### config.mk
export PLATFORM = sky130hd
export DESIGN_NAME = msp_outbuf
export DESIGN_NICKNAME = d
export VERILOG_FILES = /design/src/rtl/core/msp_pkg.sv /design/src/rtl/core/msp_outbuf.sv
export SDC_FILE = /design/constraint.sdc
export NUM_CORES = 1
export LEC_CHECK = 0
export ABC_AREA = 1
export ABC_CLOCK_PERIOD_IN_PS = 6120
export CORE_MARGIN = 4
export CORE_UTILIZATION = 50
export DETAILED_ROUTE_END_ITERATION = 16
export DONT_BUFFER_PORTS = 1
export HOLD_SLACK_MARGIN = 0.08
export SLEW_MARGIN = 15
export SYNTH_ARGS = -nofsm -noshare
export SYNTH_HDL_FRONTEND = slang
export SYNTH_SLANG_ARGS = --single-unit
### constraint.sdc
create_clock -name i_clk -period 6.12 [get_ports i_clk]
set_input_delay 0.918 -clock i_clk [delete_from_list [all_inputs] [get_ports i_clk]]
set_output_delay 0.918 -clock i_clk [all_outputs]
set_load 0.02 [all_outputs]
### src/rtl/core/msp_pkg.sv
// Shared widths, codes and types of the move speed planner.
package msp_pkg;

    localparam int DIST_W     = 32;  // Q16.16 axis distance
    localparam int NORM_W     = 32;  // Q16.16 move norm
    localparam int SPD_W      = 16;  // Q12.4 speed
    localparam int SQ_W       = 64;  // squared distance magnitude
    localparam int SUM_W      = 66;  // exact sum of up to four squares
    localparam int ROOT_W     = 33;  // integer square root of the sum
    localparam int NUM_W      = 48;  // speed times norm
    localparam int MAX_AXES   = 4;
    localparam int MAX_GROUPS = 4;
    localparam int MASK_W     = 4;   // mask bits per group
    localparam int GRP_W      = 2;
    localparam int CFG_W      = 64;
    localparam int CFG_IDX_W  = 2;
    localparam int IN_W       = 160;
    localparam int OUT_W      = 24;

    typedef enum logic [1:0] {
        ST_SELECTED = 2'd0,
        ST_FALLBACK = 2'd1,
        ST_NONE     = 2'd2
    } t_status;

    typedef enum logic [CFG_IDX_W-1:0] {
        REG_SEL   = 2'd0,
        REG_MASKS = 2'd1,
        REG_GSPD  = 2'd2,
        REG_AMAX  = 2'd3
    } t_reg_idx;

    typedef struct packed {
        logic              found;
        logic [GRP_W-1:0]  used;
        t_status           status;
    } t_plan_tag;

endpackage

### src/rtl/core/msp_outbuf.sv
// Two-entry output buffer that decouples the pipeline from the result stream.
module msp_outbuf
    import msp_pkg::*;
#(
    parameter int W = 24
) (
    input  logic         i_clk,
    input  logic         i_rst_n,
    input  logic         i_valid,
    input  logic [W-1:0] i_data,
    output logic         o_ready,
    output logic         o_valid,
    output logic [W-1:0] o_data,
    input  logic         i_ready
);

    logic         r_out_vld;
    logic [W-1:0] r_out;
    logic         r_skid_vld;
    logic [W-1:0] r_skid;
    logic         take;

    assign take    = r_out_vld && i_ready;
    assign o_ready = !r_skid_vld;
    assign o_valid = r_out_vld;
    assign o_data  = r_out;

    // hold a result that cannot leave in the skid slot, refill from it
    always_ff @(posedge i_clk) begin
        if (!i_rst_n) begin
            r_out_vld  <= 1'b0;
            r_skid_vld <= 1'b0;
        end else if (r_skid_vld) begin
            if (take) begin
                r_out      <= r_skid;
                r_skid_vld <= 1'b0;
            end
        end else if (i_valid) begin
            if (!r_out_vld || take) begin
                r_out     <= i_data;
                r_out_vld <= 1'b1;
            end else begin
                r_skid     <= i_data;
                r_skid_vld <= 1'b1;
            end
        end else if (take) begin
            r_out_vld <= 1'b0;
        end
    end

endmodule

Word-level counts from Yosys, hierarchy flattened. Index checks and enable logic that the tools add are counted.

Output and inout bits: 26. Bits of input ports: 28. Bits in registers: 50. Logic and storage cells: 29.

Equal/unequal tests: 2. Reductions and logical operators: 10. Muxes and demuxes: 11. Bitwise gates (word level): 2.

Operators with widths (count): 24-bit two-way mux (4); 4-bit AND reduction (2); 1-bit two-way mux (7); 2-bit nonzero test (3); 2-bit by 1-bit inequality test with 1-bit output (second input constant) (2); 3-bit AND reduction (1); 1-bit zero test (2); 1-bit NOT (2); 1-bit logical AND (1); 1-bit logical OR (1).

Depth between registers and ports, before layout.
Depth in word-level cells: 5. Gate-level depth with buffers: 5. Mapped depth without buffers: 4.

Worst setup path before layout. Ideal clock, no wire load.

Path kind: input to register. Start: input i_valid. End: register r_out[0] (netlist: o_data[0]) (enable). Cell stages on the path: 4. Slack: 3616 ps. Setup time: 405 ps. Data arrival time: 2099 ps. Path through: inv_1 -> nand2_4 -> nand2_2 -> nor2_1.

Longest elaborated chain between the ends: 2.

Ends and longest elaborated chain: start, declared (line msp_outbuf.sv:9) `input logic i_valid,`; 2-bit nonzero test (no source line); 4-bit AND reduction (no source line); end signal, assigned (line msp_outbuf.sv:35) `r_out <= r_skid;`; end signal, assigned (line msp_outbuf.sv:40) `r_out <= i_data;`; end, declared (line msp_outbuf.sv:18) `logic [W-1:0] r_out;`.

No other way between the ends. A chain may end at the register's enable or synchronous reset.

Worst setup path in the final report.
Start: register r_skid_vld. End: output o_ready.

Longest elaborated chain between the ends: 1.

Ends and longest elaborated chain: start, declared (line msp_outbuf.sv:19) `logic r_skid_vld;`; start signal, assigned (line msp_outbuf.sv:32) `r_skid_vld <= 1'b0;`; start signal, assigned (line msp_outbuf.sv:36) `r_skid_vld <= 1'b0;`; start signal, assigned (line msp_outbuf.sv:44) `r_skid_vld <= 1'b1;`; 1-bit zero test (line msp_outbuf.sv:24) `assign o_ready = !r_skid_vld;`; end, declared (line msp_outbuf.sv:11) `output logic o_ready,`.

No other way between the ends.

==> results.cfg <==
[cells_and_area]
synthToLayoutAreaGrowth_pct = 5.42
final_layout_size_suffix_gt1_share_pct = 11.2
final_nets = 179
n_antenna_cell = 0
final_cell_mix = nand2_1, edfxtp_1, clkbuf_8, nand2_2, nor2_1
final_common_cell = nand2_1
fin_util_pct = 54.7

[route]
vias = 1005
viasPerCell = 5.03
drc = 0
wl_per_cell_um = 16.3
routed_wl_mm = 3.25
first_pass_iters = 4
ant_nets = 0
drt_iter0_drc = 102

[global_route]
grt_util_met1_pct = 15.9
grtUsageMet2_pct = 23.1
grt_overflow_total = 0
antenna_found_initial = 0
grt_pass1_vias = 1069
grt.busiest_layer = met2
use_met3_pct = 9.06
grtUsageTotal_pct = 14.5
grt_pass1_wl_mm = 5.37
grt_max_degree = 28

[floorplan]
row_count = 22
dieWidth_um = 69.9
ioPinCount = 54
initial_core_util_pct = 51.9
die_area_um2 = 4890
die_y_um = 69.9
core-area_um2 = 3690

[sta]
worst_slew_pin_slew_ps = 340
final.setup.tns_ps = 0
hold_violations = 0
rsz0062_at_grt = no
setup_viol = 0
relSlewSlack_pct = 77.3
maxSlewViolCount = 0
timing.fmax_ghz = 0.556
fin_crit_ps = 1800
post-route-period-util_pct = 29.4
finClkSkew_ps = 6.25

[synth]
synth_fp_nets = 174
synth_area_leader_cell = edfxtp_1
netlist.area_leader.share_pct = 75.2
syn_area_per_cell_um2 = 13.1
ys.warnings.count = 0
synth_area_leaders = edfxtp_1, nand2_1, dfxtp_1
synth-seq-cells = 50
synth_area_um2 = 1920
post_synth_num_cell_types = 14
syn_inst = 146
yosysSeqAreaShare_pct = 77.3

[pwr]
ir_drop_v = 0.000143
power_density_nw_per_um2 = 305
power.leakage_uw = 0.000773

[worst_setup_path]
worst-setup-path-type = reg -> out
cpLargestDelayFamily = flip-flops
cp.buffers_inverters = 1
worstPathArrival_ps = 880
max_stage_delay_ps = 450
cp-start-kind = register
worst_setup_path_end_kind = primary output
crit_chain = inv_8
required_ps = 5200
critPathSlowestCell = dfxtp_1
crit_fanout = 27

[clocking]
cts_buffer_depth = 2
cts_buffers = 5
cts_tree = built
cts.hold.buffers_added = 0
htree_levels = 2
cts-root-buf = clkbuf_8
cts_resized = 0
clk_pin_slew_ps = 90
cts_setup_buffers = 0
cts.sink_count = 50
clk_latency_ps = 290

[min_path]
worst_hold_path_type = reg -> reg

[placed_design]
portBuffers = 0
place.gp.congestion = 0.717
hpwl_mm = 2.25

[run_status]
status = completed

[run]
maxCapViolCount = 0
-- report_power, final --
| part | total [uW] | internal (uW) | switching [uW] |
|---|---|---|---|
| Clock | 176 | 78.7 | 97.7 |
| Sequential | 410 | 392 | 17.6 |
| Combinational | 30.0 | 9.10 | 20.9 |
| Total | 616 | 480 | 136 |
-- synthesized netlist by cell type --
| cell | count |
|---|---|
| nand2_1 | 74 |
| edfxtp_1 | 48 |
| nor2_1 | 6 |
| nand2_2 | 4 |
| inv_1 | 3 |
| buf_6 | 2 |
| dfxtp_1 | 2 |
| buf_12 | 1 |
| buf_4 | 1 |
| buf_8 | 1 |
| inv_8 | 1 |
| nand2_4 | 1 |
| nand3_1 | 1 |
| o21ai_0 | 1 |
-- state kept, by name, indices dropped and copies added (netlist names) --
| signal | flops |
|---|---|
| o_data | 24 |
| o_valid | 1 |
| r_skid | 24 |
| r_skid_vld | 1 |
-- cell families (layout without fill, tap and decap cells) --
logic type,count (synthesis),in the layout,synth area share [%]
AND/OR/NAND/NOR,86,86,17.8
buffers and inverters,9,15,4.57
flip-flops,50,50,77.3
AO/OA/AOI/OAI,1,1,0.261
-- layout make-up --
| type | instances | area [um2] |
|---|---|---|
| Inverter | 4 | 22.5 |
| Timing Repair Buffer | 3 | 22.5 |
| Tap cell | 48 | 60.1 |
| Sequential cell | 50 | 1480 |
| Fill cell | 327 | 1670 |
| Clock inverter | 2 | 8.76 |
| Multi-Input combinational cell | 87 | 352 |
| Clock buffer | 6 | 72.6 |
-- path summary, 6_finish.rpt --
path / end / cells past startpoint / start / slack, ps
max: o_ready / 1 / r_skid_vld / 4320
min: o_data[3] / 2 / r_skid[3] / 520
max reg2reg: o_data[20] / 5 / r_skid_vld / 4490
min reg2reg: o_data[3] / 2 / r_skid[3] / 520
-- per-layer routing --
layer  share of wire [%]  up-vias
li1                    -      491
met1                  38      478
met2                  51       34
met3                  10        2
met4                0.89        0
met5                   0        -
-- stage by stage --
stage,std cells,setup WS (ps),hold slack [ps],power (uW),instance area [um2]
after CTS,200,4300,524,624,2020
final,200,4320,520,616,2020
after global routing,200,4270,552,646,2020
after detailed placement,192,4150,503,449,1940
after floorplan,146,3620,490,443,1920
after global placement,192,4210,499,447,1940
(Power assumes the default switching activity.)
